===== src/hdl/cst_pkg.sv =====
// Shared types, constants and character helpers for the C-subset token scanner.
// Used by cst_scanner, cst_result_fifo and c_subset_token_scanner.
`default_nettype none

package cst_pkg;

  // sizing
  localparam int MAX_VALUE_LEN = 255;
  localparam int LINE_BITS     = 16;
  localparam int KW_DEPTH      = 6;
  localparam int KW_COUNT      = 8;
  localparam int KW_IDX_W      = $clog2(KW_DEPTH);
  localparam int FIFO_DEPTH    = 4;
  localparam int FIFO_PTR_W    = $clog2(FIFO_DEPTH);
  localparam int FIFO_CNT_W    = $clog2(FIFO_DEPTH + 1);

  typedef logic [7:0] byte_t;
  typedef logic [LINE_BITS-1:0] line_t;
  typedef byte_t [KW_DEPTH-1:0] kw_window_t;

  // scanner modes
  typedef enum logic [3:0] {
    M_IDLE, M_NUM, M_IDENT, M_STR, M_EQ, M_BANG, M_SLASH, M_LCOM, M_BCOM, M_BSTAR
  } mode_t;

  // token codes
  localparam logic [4:0] T_IDENT   = 5'd8;
  localparam logic [4:0] T_NUMBER  = 5'd9;
  localparam logic [4:0] T_STRING  = 5'd10;
  localparam logic [4:0] T_PLUS    = 5'd11;
  localparam logic [4:0] T_MINUS   = 5'd12;
  localparam logic [4:0] T_STAR    = 5'd13;
  localparam logic [4:0] T_SLASH   = 5'd14;
  localparam logic [4:0] T_EQ      = 5'd15;
  localparam logic [4:0] T_EQEQ    = 5'd16;
  localparam logic [4:0] T_NEQ     = 5'd17;
  localparam logic [4:0] T_LT      = 5'd18;
  localparam logic [4:0] T_GT      = 5'd19;
  localparam logic [4:0] T_LPAREN  = 5'd20;
  localparam logic [4:0] T_RPAREN  = 5'd21;
  localparam logic [4:0] T_LBRACE  = 5'd22;
  localparam logic [4:0] T_RBRACE  = 5'd23;
  localparam logic [4:0] T_SEMI    = 5'd24;
  localparam logic [4:0] T_COMMA   = 5'd25;
  localparam logic [4:0] T_AMP     = 5'd26;
  localparam logic [4:0] T_EOF     = 5'd27;
  localparam logic [4:0] T_UNKNOWN = 5'd28;

  // record kinds
  localparam logic KIND_VALUE  = 1'b0;
  localparam logic KIND_RECORD = 1'b1;

  // characters with a role of their own
  localparam byte_t CH_NUL   = 8'h00;
  localparam byte_t CH_NL    = 8'h0a;
  localparam byte_t CH_QUOTE = 8'h22;
  localparam byte_t CH_BANG  = 8'h21;
  localparam byte_t CH_STAR  = 8'h2a;
  localparam byte_t CH_SLASH = 8'h2f;
  localparam byte_t CH_EQ    = 8'h3d;
  localparam byte_t CH_UNDER = 8'h5f;

  localparam line_t LINE_ONE = LINE_BITS'(1);
  localparam line_t LINE_MAX = '1;

  // keyword spellings, padded with zero bytes
  localparam byte_t KW_TEXT [KW_COUNT][KW_DEPTH] = '{
    '{"i", "n", "t", 8'd0, 8'd0, 8'd0},
    '{"c", "h", "a", "r", 8'd0, 8'd0},
    '{"v", "o", "i", "d", 8'd0, 8'd0},
    '{"r", "e", "t", "u", "r", "n"},
    '{"i", "f", 8'd0, 8'd0, 8'd0, 8'd0},
    '{"e", "l", "s", "e", 8'd0, 8'd0},
    '{"w", "h", "i", "l", "e", 8'd0},
    '{"f", "o", "r", 8'd0, 8'd0, 8'd0}
  };
  localparam byte_t KW_LEN [KW_COUNT] = '{8'd3, 8'd4, 8'd4, 8'd6, 8'd2, 8'd4, 8'd5, 8'd3};

  // one result as it travels to the output
  typedef struct packed {
    logic       kind;
    byte_t      vb;
    logic [4:0] ttype;
    logic [15:0] line;
    byte_t      len;
    logic       last;
  } result_t;

  function automatic logic is_digit(input byte_t c);
    return c inside {["0":"9"]};
  endfunction

  function automatic logic is_alpha(input byte_t c);
    return c inside {["a":"z"], ["A":"Z"]};
  endfunction

  function automatic logic is_space(input byte_t c);
    return c inside {8'h20, [8'h09:8'h0d]};
  endfunction

  // low 16 bits of a line count
  function automatic logic [15:0] line16(input line_t l);
    logic [31:0] wide;
    wide = 32'(l);
    return wide[15:0];
  endfunction

  // saturating increment of the line count
  function automatic line_t line_bump(input line_t l);
    return (l == LINE_MAX) ? l : l + LINE_ONE;
  endfunction

  function automatic logic [4:0] single_type(input byte_t c);
    logic [4:0] t;
    case (c)
      "+":     t = T_PLUS;
      "-":     t = T_MINUS;
      "*":     t = T_STAR;
      "<":     t = T_LT;
      ">":     t = T_GT;
      "(":     t = T_LPAREN;
      ")":     t = T_RPAREN;
      "{":     t = T_LBRACE;
      "}":     t = T_RBRACE;
      ";":     t = T_SEMI;
      ",":     t = T_COMMA;
      "&":     t = T_AMP;
      default: t = T_UNKNOWN;
    endcase
    return t;
  endfunction

  // keyword lookup on the first bytes of an identifier, exact length only
  function automatic logic [4:0] ident_type(input kw_window_t win, input byte_t len);
    logic [4:0] t;
    logic       same;
    t = T_IDENT;
    for (int k = KW_COUNT - 1; k >= 0; k--) begin
      same = (len == KW_LEN[k]);
      for (int i = 0; i < KW_DEPTH; i++) begin
        if ((8'(i) < KW_LEN[k]) && (win[i] != KW_TEXT[k][i])) begin
          same = 1'b0;
        end
      end
      if (same) begin
        t = 5'(k);
      end
    end
    return t;
  endfunction

endpackage

`default_nettype wire


===== src/hdl/cst_scanner.sv =====
// Scanner state and per-byte token logic: up to two results per source byte.
// Depends on cst_pkg.
`default_nettype none

module cst_scanner
  import cst_pkg::*;
(
  input  wire logic         clk,
  input  wire logic         rst,
  input  wire logic         fire,
  input  wire byte_t        c,
  output logic [1:0]        push_count,
  output result_t [1:0]     push_data
);

  mode_t      mode, mode_next;
  line_t      line_count, line_next;
  line_t      start_line, sline_next;
  byte_t      vlen, vlen_next;
  kw_window_t win, win_next;
  byte_t      first_char, first_next;

  logic    flush_ok, use_flush, tail_ok, do_start, do_accept;
  result_t flush_rec, tail_rec;

  // next state and results for the current byte
  always_comb begin
    mode_next  = mode;
    line_next  = line_count;
    sline_next = start_line;
    vlen_next  = vlen;
    win_next   = win;
    first_next = first_char;
    flush_ok   = 1'b0;
    use_flush  = 1'b0;
    tail_ok    = 1'b0;
    do_start   = 1'b0;
    do_accept  = 1'b0;
    tail_rec   = '0;

    // record for a pending token
    flush_rec       = '0;
    flush_rec.kind  = KIND_RECORD;
    flush_rec.line  = line16(start_line);
    flush_rec.vb    = first_char;
    flush_rec.len   = vlen;
    case (mode)
      M_NUM: begin
        flush_ok        = 1'b1;
        flush_rec.ttype = T_NUMBER;
      end
      M_IDENT: begin
        flush_ok        = 1'b1;
        flush_rec.ttype = ident_type(win, vlen);
      end
      M_STR: begin
        flush_ok        = 1'b1;
        flush_rec.ttype = T_STRING;
      end
      M_EQ: begin
        flush_ok        = 1'b1;
        flush_rec.ttype = T_EQ;
        flush_rec.vb    = CH_EQ;
        flush_rec.len   = 8'd1;
      end
      M_BANG: begin
        flush_ok        = 1'b1;
        flush_rec.ttype = T_UNKNOWN;
        flush_rec.vb    = CH_BANG;
        flush_rec.len   = 8'd1;
      end
      M_SLASH: begin
        flush_ok        = 1'b1;
        flush_rec.ttype = T_SLASH;
        flush_rec.vb    = CH_SLASH;
        flush_rec.len   = 8'd1;
      end
      default: flush_ok = 1'b0;
    endcase

    // mode dispatch
    if (c == CH_NUL) begin
      use_flush      = flush_ok;
      tail_ok        = 1'b1;
      tail_rec.kind  = KIND_RECORD;
      tail_rec.ttype = T_EOF;
      tail_rec.line  = line16(line_count);
      mode_next      = M_IDLE;
      line_next      = LINE_ONE;
      sline_next     = LINE_ONE;
      vlen_next      = '0;
    end else begin
      case (mode)
        M_NUM: begin
          if (is_digit(c)) begin
            do_accept = 1'b1;
          end else begin
            use_flush = flush_ok;
            do_start  = 1'b1;
          end
        end
        M_IDENT: begin
          if (is_alpha(c) || is_digit(c) || c == CH_UNDER) begin
            do_accept = 1'b1;
          end else begin
            use_flush = flush_ok;
            do_start  = 1'b1;
          end
        end
        M_STR: begin
          if (c == CH_QUOTE) begin
            use_flush = flush_ok;
            mode_next = M_IDLE;
          end else begin
            if (c == CH_NL) begin
              line_next = line_bump(line_count);
            end
            do_accept = 1'b1;
          end
        end
        M_EQ, M_BANG: begin
          if (c == CH_EQ) begin
            tail_ok        = 1'b1;
            tail_rec.kind  = KIND_RECORD;
            tail_rec.ttype = (mode == M_EQ) ? T_EQEQ : T_NEQ;
            tail_rec.vb    = (mode == M_EQ) ? CH_EQ : CH_BANG;
            tail_rec.line  = line16(start_line);
            tail_rec.len   = 8'd2;
            mode_next      = M_IDLE;
          end else begin
            use_flush = flush_ok;
            do_start  = 1'b1;
          end
        end
        M_SLASH: begin
          if (c == CH_SLASH) begin
            mode_next = M_LCOM;
          end else if (c == CH_STAR) begin
            mode_next = M_BCOM;
          end else begin
            use_flush = flush_ok;
            do_start  = 1'b1;
          end
        end
        M_LCOM: begin
          if (c == CH_NL) begin
            line_next = line_bump(line_count);
            mode_next = M_IDLE;
          end
        end
        M_BCOM, M_BSTAR: begin
          if (c == CH_NL) begin
            line_next = line_bump(line_count);
          end
          if (mode == M_BSTAR && c == CH_SLASH) begin
            mode_next = M_IDLE;
          end else begin
            mode_next = (c == CH_STAR) ? M_BSTAR : M_BCOM;
          end
        end
        default: do_start = 1'b1;
      endcase
    end

    // start a new token with the current byte, or skip it if it is white space
    if (do_start) begin
      mode_next = M_IDLE;
      if (is_space(c)) begin
        if (c == CH_NL) begin
          line_next = line_bump(line_count);
        end
      end else begin
        sline_next = line_count;
        vlen_next  = '0;
        first_next = c;
        if (is_digit(c)) begin
          mode_next = M_NUM;
          do_accept = 1'b1;
        end else if (is_alpha(c) || c == CH_UNDER) begin
          mode_next = M_IDENT;
          do_accept = 1'b1;
        end else if (c == CH_QUOTE) begin
          mode_next  = M_STR;
          first_next = '0;
        end else if (c == CH_EQ) begin
          mode_next = M_EQ;
        end else if (c == CH_BANG) begin
          mode_next = M_BANG;
        end else if (c == CH_SLASH) begin
          mode_next = M_SLASH;
        end else begin
          tail_ok        = 1'b1;
          tail_rec.kind  = KIND_RECORD;
          tail_rec.ttype = single_type(c);
          tail_rec.vb    = c;
          tail_rec.line  = line16(line_count);
          tail_rec.len   = 8'd1;
        end
      end
    end

    // value byte, dropped once the length saturates
    if (do_accept && vlen_next < 8'(MAX_VALUE_LEN)) begin
      if (vlen_next == '0) begin
        first_next = c;
      end
      if (vlen_next < 8'(KW_DEPTH)) begin
        win_next[vlen_next[KW_IDX_W-1:0]] = c;
      end
      vlen_next     = vlen_next + 8'd1;
      tail_ok       = 1'b1;
      tail_rec      = '0;
      tail_rec.kind = KIND_VALUE;
      tail_rec.vb   = c;
    end
  end

  // pack the results and mark the last one
  always_comb begin
    push_data = '0;
    if (use_flush) begin
      push_data[0]      = flush_rec;
      push_data[1]      = tail_rec;
      push_data[0].last = !tail_ok;
      push_data[1].last = 1'b1;
    end else begin
      push_data[0]      = tail_rec;
      push_data[0].last = 1'b1;
    end
    push_count = fire ? (2'(use_flush) + 2'(tail_ok)) : 2'd0;
  end

  // state registers
  always_ff @(posedge clk) begin
    if (rst) begin
      mode       <= M_IDLE;
      line_count <= LINE_ONE;
      start_line <= LINE_ONE;
      vlen       <= '0;
      win        <= '0;
      first_char <= '0;
    end else if (fire) begin
      mode       <= mode_next;
      line_count <= line_next;
      start_line <= sline_next;
      vlen       <= vlen_next;
      win        <= win_next;
      first_char <= first_next;
    end
  end

endmodule

`default_nettype wire


===== src/hdl/cst_result_fifo.sv =====
// Result queue: takes up to two results per cycle, hands out one per cycle while out_ready is high.
// Depends on cst_pkg.
`default_nettype none

module cst_result_fifo
  import cst_pkg::*;
(
  input  wire logic           clk,
  input  wire logic           rst,
  input  wire logic [1:0]     push_count,
  input  wire result_t [1:0]  push_data,
  output logic                room2,
  output logic                out_valid,
  input  wire logic           out_ready,
  output result_t             out_data
);

  result_t entries [FIFO_DEPTH];
  logic [FIFO_PTR_W-1:0] wr_ptr, rd_ptr;
  logic [FIFO_CNT_W-1:0] count;
  logic pop;

  // status and head
  always_comb begin
    out_valid = (count != '0);
    out_data  = entries[rd_ptr];
    pop       = out_valid && out_ready;
    room2     = (count <= FIFO_CNT_W'(FIFO_DEPTH - 2));
  end

  // storage writes
  always_ff @(posedge clk) begin
    if (push_count != 2'd0) begin
      entries[wr_ptr] <= push_data[0];
    end
    if (push_count == 2'd2) begin
      entries[wr_ptr + FIFO_PTR_W'(1)] <= push_data[1];
    end
  end

  // pointers and fill count
  always_ff @(posedge clk) begin
    if (rst) begin
      wr_ptr <= '0;
      rd_ptr <= '0;
      count  <= '0;
    end else begin
      wr_ptr <= wr_ptr + FIFO_PTR_W'(push_count);
      if (pop) begin
        rd_ptr <= rd_ptr + FIFO_PTR_W'(1);
      end
      count <= count + FIFO_CNT_W'(push_count) - FIFO_CNT_W'(pop);
    end
  end

endmodule

`default_nettype wire


===== src/hdl/c_subset_token_scanner.sv =====
// Top level of the C-subset token scanner: input register, scanner, result queue.
// Depends on cst_pkg, cst_scanner and cst_result_fifo.
//
//   channel  | handshake                    | payload
//   ---------+------------------------------+------------------------------------------
//   source   | source_valid / source_ready  | source_byte
//   result   | result_valid / result_ready  | record_kind value_byte token_type
//            |                              | token_line token_length last_of_item
//
// One source byte per clock while the queue has room: a byte waits in the input
// register, is scanned there and its zero to two results land in a four-entry
// queue. The queue drains one result per clock while result_ready is high, so
// bytes that yield two results drain more slowly than they are scanned; the
// scanner stalls only when the queue has less than two free entries. Synchronous
// reset puts the scanner idle, the line count at one and empties the queue.
`default_nettype none

module c_subset_token_scanner
  import cst_pkg::*;
(
  input  wire logic        clk,
  input  wire logic        rst,
  input  wire logic        source_valid,
  output logic             source_ready,
  input  wire logic [7:0]  source_byte,
  output logic             result_valid,
  input  wire logic        result_ready,
  output logic             record_kind,
  output logic [7:0]       value_byte,
  output logic [4:0]       token_type,
  output logic [15:0]      token_line,
  output logic [7:0]       token_length,
  output logic             last_of_item
);

  logic          held;
  byte_t         held_byte;
  logic          room2, fire;
  logic [1:0]    push_count;
  result_t [1:0] push_data;
  result_t       head;

  // input register handshake
  always_comb begin
    fire         = held && room2;
    source_ready = !held || fire;
  end

  always_ff @(posedge clk) begin
    if (rst) begin
      held <= 1'b0;
    end else if (source_ready) begin
      held <= source_valid;
    end
  end

  always_ff @(posedge clk) begin
    if (source_ready && source_valid) begin
      held_byte <= source_byte;
    end
  end

  cst_scanner u_scanner (
    .clk        (clk),
    .rst        (rst),
    .fire       (fire),
    .c          (held_byte),
    .push_count (push_count),
    .push_data  (push_data)
  );

  cst_result_fifo u_fifo (
    .clk        (clk),
    .rst        (rst),
    .push_count (push_count),
    .push_data  (push_data),
    .room2      (room2),
    .out_valid  (result_valid),
    .out_ready  (result_ready),
    .out_data   (head)
  );

  // result fields
  always_comb begin
    record_kind  = head.kind;
    value_byte   = head.vb;
    token_type   = head.ttype;
    token_line   = head.line;
    token_length = head.len;
    last_of_item = head.last;
  end

endmodule

`default_nettype wire


===== config.mk =====
export PLATFORM = sky130hd
export DESIGN_NAME = c_subset_token_scanner
export DESIGN_NICKNAME = d
export VERILOG_FILES = /design/src/hdl/cst_pkg.sv /design/src/hdl/cst_scanner.sv /design/src/hdl/cst_result_fifo.sv /design/src/hdl/c_subset_token_scanner.sv
export SDC_FILE = /design/constraint.sdc
export NUM_CORES = 1
export LEC_CHECK = 0
export BUFFER_PORTS_ARGS = -buffer_cell sky130_fd_sc_hd__buf_2
export CORE_ASPECT_RATIO = 0.6
export CORE_MARGIN = 4
export CORE_UTILIZATION = 55
export CTS_BUF_LIST = sky130_fd_sc_hd__clkbuf_2 sky130_fd_sc_hd__clkbuf_4 sky130_fd_sc_hd__clkbuf_8
export DETAILED_ROUTE_END_ITERATION = 8
export GPL_TIMING_DRIVEN = 0
export PLACE_DENSITY = 0.73
export SYNTH_ARGS = -nofsm -noshare
export SYNTH_HDL_FRONTEND = slang
export SYNTH_HIERARCHICAL = 1
export SYNTH_SLANG_ARGS = --single-unit

===== constraint.sdc =====
create_clock -name clk -period 14.4 [get_ports clk]
set_clock_uncertainty 0.2 [all_clocks]
set_input_delay 0.72 -clock clk [delete_from_list [all_inputs] [get_ports clk]]
set_output_delay 0.72 -clock clk [all_outputs]
set_load 0.01 [all_outputs]

== After elaboration in Yosys (flattened, before gate mapping) ==
Memories as Yosys holds them, arrays and structs flattened. A register that Yosys moved wholly into a read port is not among the register bits.
Cells that the tools add are included.
Word-level totals
  bits in registers: 116
  RAM bits: 156
  bits of input ports: 12
  output and inout bits: 41
  word-level logic and storage cells: 290
  memories kept: 1
Memories
  u_fifo.entries: words 4, width 39, rd ports 1, clocked after Yosys merged registers in 1, wr ports 2, RTL line cst_result_fifo.sv:18  | result_t entries [FIFO_DEPTH];
Cells by class
  $add $sub $neg: 8
  magnitude comparators: 13
  equal/unequal tests: 65
  muxes and demuxes: 156
  reduce and logical (&&, ||, !) cells: 31
Operator list (count)
  38-bit two-way mux: 10
  8-bit by 7-bit != test with 1-bit output, second input constant: 26
  16-bit two-way mux: 10
  8-bit by 6-bit == test with 1-bit output, second input constant: 15
  8-bit two-way mux: 15
  39-bit two-way mux: 3
  4-bit two-way mux: 22
  1-bit two-way mux: 80
  5-bit case mux with 12 select lines: 1
  48-bit bitwise mux: 1
  16-bit case mux with 2 select lines: 1
  5-bit case mux with 6 select lines: 1
  8-bit demux with 3-bit select: 1
  8-bit by 3-bit == test with 1-bit output, second input constant: 3
  8-bit by 7-bit == test with 1-bit output, second input constant: 3
  8-bit case mux with 3 select lines: 1
  21-bit two-way mux: 1
  4-bit case mux with 5 select lines: 1
  16-bit by 1-bit adder with 16-bit output, second input constant: 1
  16-bit == test, second input constant: 1
  4-bit by 3-bit == test with 1-bit output, second input constant: 4
  8-bit by 2-bit == test with 1-bit output, second input constant: 2
  8-bit by 7-bit greater-or-equal comparator with 1-bit output, second input constant: 2
  8-bit by 7-bit less-or-equal comparator with 1-bit output, second input constant: 2
  40 further kinds: 66

== Depth between registers and ports, before layout ==
Gate-level depths: netlist of the first run.
  word-level depth: 19
  depth in mapped cells: 24
  depth with buffers taken out: 22

== By module ==
Netlist of the first run, hierarchy kept.
By module, submodules not included
  cst_result_fifo: times used 1, cells an instance 428, area an instance 8157.8 µm², seq. area each 4864.7 µm²
  cst_scanner: times used 1, cells an instance 890, area an instance 6815.3 µm², seq. area each 2001.9 µm²
  c_subset_token_scanner: times used 1, cells an instance 14, area an instance 302.8 µm², seq. area each 260.2 µm²

== Least setup slack after synthesis of the first run ==
No wires, ideal clock.
  kind: reg-to-reg
  start: register held_byte[4]
  end: memory u_fifo/entries[2][0] (netlist name) (enable)
  library setup time: 0.448 ns
  data arrival time: 6.282 ns
  required time: 13.752 ns
  path slack: 7.470 ns
  cell stages (with the launch flop): 19
  cells stage by stage: edfxtp_1 -> or4b_1 -> buf_2 -> o31ai_4 -> o211a_4 -> a31o_2 -> and2_1 -> ha_1 -> and3_1 -> a32oi_1 -> a21boi_0 -> a22o_1 -> buf_2 -> a21oi_2 -> nand2_1 -> ha_1 -> and2_1 -> or3b_2 -> a21oi_1
RTL lines
  start: declaration: RTL line c_subset_token_scanner.sv:37  | byte_t held_byte;
  start signal: assignment: RTL line c_subset_token_scanner.sv:59  | held_byte <= source_byte;
  end: declaration: RTL line cst_result_fifo.sv:18

==> impl_metrics.tcl, run 1 <==
set metrics [dict create \
    finalSetupViolCount 0 \
    place.gp.congestion 0.988 \
    leakage_nw 6.07 \
    yosysWarnings 6 \
    seqPwrFrac 0.431 \
    detailedRoute.firstIterationViolations 1692 \
    max_slew_margin 0.243 \
    power_frac_comb 0.259 \
    r2r_setup_slack_ps 7340 \
    postSynthAreaPerCell_um2 11.5 \
    timing.critical_path.required_ps 14470 \
    firstDrtPassIters 7 \
    synth_edf_count 164 \
    maxCapViolations 0 \
    area.growth.synth_to_final_pct 11.1 \
    post-cts-setup-buffers 0 \
    synth.lib_cells_used.distinct 101 \
    fin_setup_tns_ps 0 \
    power_report.internal_total_mw 1.46 \
    cts_resized 0 \
    cts_hold_repair.buffers 0 \
    timing_worst_slew_pin_value_ps 1130 \
    grt_max_degree 27 \
    netlist.area_leader.share 0.322 \
    synth_top_family_by_area "multiplexers" \
    synth_xor_xnor_area_share 0.00524 \
    mux_cell_area_share_after_synthesis 0.206 \
    floorplan.die.width_um 223 \
    final-max-slew-violation-count 0 \
    report.final.hold_viol_count 0 \
    grt.overflow.total 0 \
    worst_setup_path_start_kind "register" \
    cts-root-to-sink-buffers 3 \
    num-nets-final 1459 \
    fillers 2134 \
    power_switching_uw 655 \
    number_of_antenna_violations_at_the_first_check_in_global_routing 0 \
    synth_seq_area_share 0.467 \
    pin_count 53 \
    dominantRegCellSynth "sky130_fd_sc_hd__edfxtp_1" \
    clkSlewWorstSetupHoldPaths_ps 60 \
    rsz0062_at_grt "no" \
    dp_hpwl_um 31900 \
    average_detailed_routed_wire_length_per_instance_um 24.0 \
    initial_utilization 0.568 \
    timing.hold.worst.class "input port to register" \
    cts.root.buffer_cell "sky130_fd_sc_hd__clkbuf_8" \
    core_region_area_mm2 0.0269 \
    final-instance-count-excl-fill 1829 \
    die_area_mm2 0.0306 \
    fmaxAchievable_mhz 142 \
    synth_commonest_cells "164 x sky130_fd_sc_hd__edfxtp_1, 128 x sky130_fd_sc_hd__mux2_2, 118 x sky130_fd_sc_hd__nor2_1" \
    vdd_drop_max_v 0.0000999 \
    vias_per_cell 6.49 \
    period_needed_ps 7060 \
    port-buffer-count 52 \
    timing.final.crit_share 0.490 \
    clkSinkCount 274 \
    crit_fanout 24 \
    clock_latency_ps 580 \
    share_clk_of_total_power 0.310 \
    crit_type "register to register" \
    layout-drive-gt1-share 0.286 \
    gate_count_of_the_mapped_netlist 1332 \
    htree_levels 2 \
    synth_top_cell_by_area "sky130_fd_sc_hd__edfxtp_1" \
    run_status "finished clean" \
    setup.worst_path.end_class "register" \
    power_per_cell_area_mw_per_mm2 125 \
    tritoncts.num_buffers 42 \
    first_global_vias 11400 \
    std_cell_rows 46 \
    routed-via-count 11900 \
    timing.critical_path.arrival_ps 7130 \
    wl_um 43900 \
    ys_async_sr_fraction 0 \
    route.antenna.remaining_nets 0 \
    synth-adder-area-share 0.00786 \
    post_synth_instance_area_mm2 0.0153 \
    dp_cells 1754 \
    yosys-top-cells-area "sky130_fd_sc_hd__edfxtp_1 32%, sky130_fd_sc_hd__dfxtp_1 14%, sky130_fd_sc_hd__mux2_2 9.4%" \
    wire_length_of_the_first_global_routing_pass_um 67400 \
    drcViolationCount 0 \
    yosys.area_share.simple 0.149 \
    dieHeight_um 137 \
    tritoncts_clock_tree "yes" \
    yosys.cell_count.top_type "sky130_fd_sc_hd__edfxtp_1" \
    synth-compound-area-share 0.124 \
    antenna_cells 0 \
    gr-usage-all-layers 0.286 \
    switching_share 0.309 \
    ys_ff_latch 274 \
]
[cell families after synthesis]
logic type               Yosys count
buffers and inverters            132
XOR/XNOR                           6
multiplexers                     234
AND/OR/NAND/NOR                  413
flip-flops                       274
other                              1
AO/OA/AOI/OAI                    263
adder cells (fa/ha/maj)            9
[registers in the layout, indices dropped and copies added, names as in the netlist, named ones only]
signal                flops
u_fifo/entries          156
u_scanner/win            48
u_scanner/line_count     16
u_scanner/start_line     16
held_byte                 8
u_scanner/first_char      8
u_scanner/vlen            8
u_scanner/mode            4
u_fifo/count              3
u_fifo/rd_ptr             2
u_fifo/wr_ptr             2
held                      1
[layout by cell type (no fill, tap or decap), drive strengths merged, types with 8 or more instances in the layout]
master / instances
a211oi: 12
a21oi: 49
a22o: 17
a22oi: 37
a31o: 11
a31oi: 9
and2: 9
and3: 23
buf: 105
clkbuf: 116
clkinv: 13
dfxtp: 110
edfxtp: 164
ha: 8
inv: 27
mux2: 161
mux2i: 34
mux4: 39
nand2: 70
nand3: 57
nand4: 13
nor2: 118
nor2b: 14
nor3: 21
nor4: 10
nor4bb: 10
o21ai: 60
o31ai: 8
[layer usage]
metal  up-vias  global-route usage  share of wire
met3        71               0.101           0.13
met1      5808               0.435           0.46
met4         0              0.0650          0.015
li1       5361                   -              -
met5         -                   0              0
met2       623               0.389           0.40
[stage by stage]
| stage | setup WS (ps) | cell area [µm²] | power (mW) | hold WS, ps | util |
|---|---|---|---|---|---|
| after floorplan | 7470 | 15300 | 1.29 | 235 | - |
| after global placement | 5090 | 16000 | 1.45 | 249 | 0.596 |
| after detailed placement | 7490 | 16100 | 1.47 | 256 | 0.600 |
| after CTS | 7480 | 17000 | 2.12 | 114 | 0.631 |
| after global routing | 7020 | 17000 | 2.21 | 111 | 0.631 |
| final | 7340 | 17000 | 2.12 | 140 | 0.631 |
[power groups by stage]
stage / Combinational, mW / Sequential (mW) / Clock [mW]
after CTS: 0.542 / 0.913 / 0.669
final: 0.550 / 0.913 / 0.656
after global placement: 0.520 / 0.932 / 0
after detailed placement: 0.539 / 0.930 / 0
after global routing: 0.587 / 0.918 / 0.710
after floorplan: 0.370 / 0.922 / 0
[final cells by class]
class | instances | area [µm²] | share of cell area
Sequential cell | 274 | 7130 | 0.420
Multi-Input combinational cell | 932 | 7580 | 0.447
Clock inverter | 15 | 108 | 0.00634
Buffer | 105 | 527 | 0.0310
Clock buffer | 60 | 726 | 0.0428
Tap cell | 360 | 450 | 0.0265
Timing Repair Buffer | 56 | 348 | 0.0205
Inverter | 27 | 101 | 0.00597
[critical path, cell delays in order, from the launching register on]
cell and delay (ps):
sky130_fd_sc_hd__edfxtp_1 440, sky130_fd_sc_hd__buf_2 250, sky130_fd_sc_hd__nand4bb_1 290, sky130_fd_sc_hd__nor3_1 790
sky130_fd_sc_hd__o211a_4 290, sky130_fd_sc_hd__a31o_2 230, sky130_fd_sc_hd__and2_1 180, sky130_fd_sc_hd__ha_1 210
sky130_fd_sc_hd__and3_1 260, sky130_fd_sc_hd__a32oi_1 160, sky130_fd_sc_hd__a21boi_0 180, sky130_fd_sc_hd__a22o_1 200
sky130_fd_sc_hd__buf_2 200, sky130_fd_sc_hd__a21oi_2 490, sky130_fd_sc_hd__nand2_1 110, sky130_fd_sc_hd__ha_1 300
sky130_fd_sc_hd__and2_1 360, sky130_fd_sc_hd__or3b_2 590, sky130_fd_sc_hd__a21oi_4 790, sky130_fd_sc_hd__buf_16 250
[path summary, 6_finish.rpt]
kind | from | to | cells past startpoint
hold reg to reg | u_scanner/win[13] | u_scanner/win[13] | 2
hold / removal | source_byte[7] | held_byte[7] | 1
setup reg to reg | held_byte[7] | u_fifo/entries[2][12] | 19
setup / recovery | held_byte[7] | u_fifo/entries[2][12] | 19
Power figures use the tool's default switching activity.
==> run 2: changes to the inputs <==
--- a/config.mk
+++ b/config.mk
@@ -12,7 +12,7 @@
 export CTS_BUF_LIST = sky130_fd_sc_hd__clkbuf_2 sky130_fd_sc_hd__clkbuf_4 sky130_fd_sc_hd__clkbuf_8
 export DETAILED_ROUTE_END_ITERATION = 8
 export GPL_TIMING_DRIVEN = 0
-export PLACE_DENSITY = 0.73
+export PLACE_DENSITY = 0.76
 export SYNTH_ARGS = -nofsm -noshare
 export SYNTH_HDL_FRONTEND = slang
 export SYNTH_HIERARCHICAL = 1
==> constraint.sdc (replaced) <==
create_clock -name clk -period 6.4 [get_ports clk]
set_clock_uncertainty 0.2 [all_clocks]
set_input_delay 0.32 -clock clk [delete_from_list [all_inputs] [get_ports clk]]
set_output_delay 0.32 -clock clk [all_outputs]
set_load 0.01 [all_outputs]
==> impl_metrics.tcl, run 2 (synthesis gave the netlist of run 1 again) <==
set metrics [dict create \
    top_register "u_fifo/entries" \
    share_clk_of_total_power 0.315 \
    whs_path_depth 3 \
    tritoncts_clock_tree "yes" \
    detailedRoute.firstIterationViolations 1767 \
    timing.final.crit_share 0.980 \
    layout-drive-gt1-share 0.285 \
    average_detailed_routed_wire_length_per_instance_um 24.4 \
    wire_length_of_the_first_global_routing_pass_um 69600 \
    worst-r2r-cell-count 20 \
    vdd_drop_max_v 0.000214 \
    cp_cell_sequence "buf_2 -> nand4bb_1 -> nor3_2 -> o211a_4 -> a31o_2 -> and2_1 -> ha_1 -> and3_1 -> a32oi_1 -> a21boi_0 -> a22o_1 -> buf_2 -> a21oi_4 -> nand2_1 -> ha_1 -> and2_2 -> nor4b_4 -> buf_4 -> buf_6 -> mux2_2" \
    route.antenna.remaining_nets 0 \
    r2r_setup_slack_ps 130 \
    vias_per_cell 6.58 \
    wl_um 45000 \
    clock_latency_ps 580 \
    crit_type "register to register" \
    fillers 2066 \
    top_regs "u_fifo/entries x156, u_scanner/win x48" \
    htree_levels 2 \
    timing_worst_slew_pin_value_ps 1210 \
    largest_reg_flops 156 \
    power_switching_mw 1.50 \
    run_status "finished clean" \
    pin_count 53 \
    number_of_antenna_violations_at_the_first_check_in_global_routing 0 \
    most-common-layout-cells "164 x sky130_fd_sc_hd__edfxtp_1, 128 x sky130_fd_sc_hd__mux2_2, 117 x sky130_fd_sc_hd__nor2_1" \
    die_area_mm2 0.0306 \
    power_frac_comb 0.261 \
    tritoncts.num_buffers 42 \
    dp_hpwl_um 32100 \
    source_of_the_worst_hold_timing_path "result_ready" \
    routed-via-count 12100 \
    timing.critical_path.slowest_stage_cell "sky130_fd_sc_hd__nor3_2" \
    r2r-start "held_byte[6]" \
    fmaxAchievable_mhz 159 \
    final-max-slew-violation-count 0 \
    gr-usage-all-layers 0.292 \
    final_common_cell "sky130_fd_sc_hd__edfxtp_1" \
    worst_setup_path_start_kind "register" \
    r2r_end "u_fifo/entries[1][28]" \
    core_region_area_mm2 0.0269 \
    timing.hold.worst_endpoint "u_fifo/rd_ptr[1]" \
    leakage_nw 6.16 \
    cts-root-to-sink-buffers 3 \
    place.gp.congestion 1.03 \
    timing.critical_path.required_ps 6510 \
    setup.worst_path.end_class "register" \
    max_slew_margin 0.192 \
    power_report.internal_total_mw 3.36 \
    dieHeight_um 137 \
    finalSetupViolCount 0 \
    period_needed_ps 6270 \
    area.growth.synth_to_final_pct 12.7 \
    clkSinkCount 274 \
    floorplan.die.width_um 223 \
    antenna_cells 0 \
    crit_fanout 10 \
    timing.hold.worst.class "input port to register" \
    std_cell_rows 46 \
    timing.critical_path.slowest_cell_delay_ps 560 \
    num-nets-final 1475 \
    power_per_cell_area_mw_per_mm2 282 \
    first_global_vias 11700 \
    post-route-worst-setup-slack_ps 127 \
    grt.overflow.total 0 \
    port-buffer-count 52 \
    grt_max_degree 27 \
    timing.critical_path.arrival_ps 6390 \
    dpl_worst_slack_ps -329 \
    report.final.hold_viol_count 0 \
    drcViolationCount 0 \
    switching_share 0.308 \
    clkSlewWorstSetupHoldPaths_ps 60 \
    seqPwrFrac 0.424 \
    firstDrtPassIters 6 \
    hold-worst-slack_ps 25.0 \
    initial_utilization 0.568 \
    cts.root.buffer_cell "sky130_fd_sc_hd__clkbuf_8" \
    maxCapViolations 0 \
]
## run 2: cell count changes in the layout (fill, tap and decap cells not counted), moves of 4 or more
cell	before	now
sky130_fd_sc_hd__clkinv_1	5	10
sky130_fd_sc_hd__clkinv_2	7	2
sky130_fd_sc_hd__dlygate4sd3_1	0	11
sky130_fd_sc_hd__buf_12	3	7
## run 2: layout make-up
class | instances | area [µm²] | area share
clock inverter | 16 | 126 | 0.00734
multi-input combinational | 932 | 7610 | 0.442
sequential | 274 | 7130 | 0.414
inverter | 27 | 101 | 0.00588
timing repair buffer | 72 | 546 | 0.0317
buffer | 105 | 527 | 0.0306
tap | 360 | 450 | 0.0262
clock buffer | 60 | 732 | 0.0425
## run 2: worst max-delay path by stage
| stage | depth (start not counted) | endpoint | slack [ps] | from |
|---|---|---|---|---|
| 2_1_floorplan | 18 | u_fifo/entries[1][0] | 50 | held_byte[4] |
| 3_3_place_gp | 18 | u_fifo/entries[1][13] | -2240 | held_byte[7] |
| 3_5_place_dp | 19 | u_fifo/entries[2][33] | -330 | held_byte[7] |
| 4_1_cts | 19 | u_fifo/entries[0][31] | 30 | held_byte[4] |
| 5_1_grt | 21 | u_fifo/entries[1][36] | -4 | held_byte[7] |
| 6_report | 20 | u_fifo/entries[1][28] | 130 | held_byte[6] |
## run 2: repair_timing
item | 4_1_cts | 5_1_grt
endpoints found under the setup margin | 155 | 216
gates resized for setup | 2 | 3
pin swaps | 2 | 1
setup buffers | 4 | 1
hold buffers | 11 | 0
hold endpoints to repair | 22 | 0
## run 2: worst max-delay path: cells and delay by family, from the launching register on
kind                       cells  cell delay, ps
and+or+nand+nor                7            2140
DFF                            1             440
AOI/OAI and AO/OA              6            1380
buffers and inverters          4             970
adders and majority gates      2             510
muxes                          1             350
## run 2: metrics by stage
step | cell area, µm² | std cells | utilization | power [mW] | setup TNS, ps
floorplan | 15300 | 1338 | - | 2.91 | 0
global placement | 16000 | 1750 | 0.596 | 3.26 | -231650
detailed placement | 16100 | 1754 | 0.600 | 3.31 | -23910
CTS | 17200 | 1845 | 0.639 | 4.84 | 0
global route | 17200 | 1846 | 0.641 | 5.04 | -4.21
finish | 17200 | 1846 | 0.641 | 4.85 | 0
## run 2: power by group through the flow
stage / registers [mW] / logic, mW / clock network (mW)
6_report: 2.06 / 1.27 / 1.53
5_1_grt: 2.07 / 1.34 / 1.63
4_1_cts: 2.06 / 1.23 / 1.55
3_5_place_dp: 2.09 / 1.22 / 0
3_3_place_gp: 2.09 / 1.17 / 0
2_1_floorplan: 2.07 / 0.836 / 0
## run 2: metal layers
layer  vias up  share of wire  track usage  wire length (µm)
met5         -              0            0                 0
met4         0          0.013       0.0544               573
met3        58           0.13       0.0821              5640
met2       746           0.41        0.412             18400
met1      5967           0.45        0.451             20400
li1       5376              -            -                 -
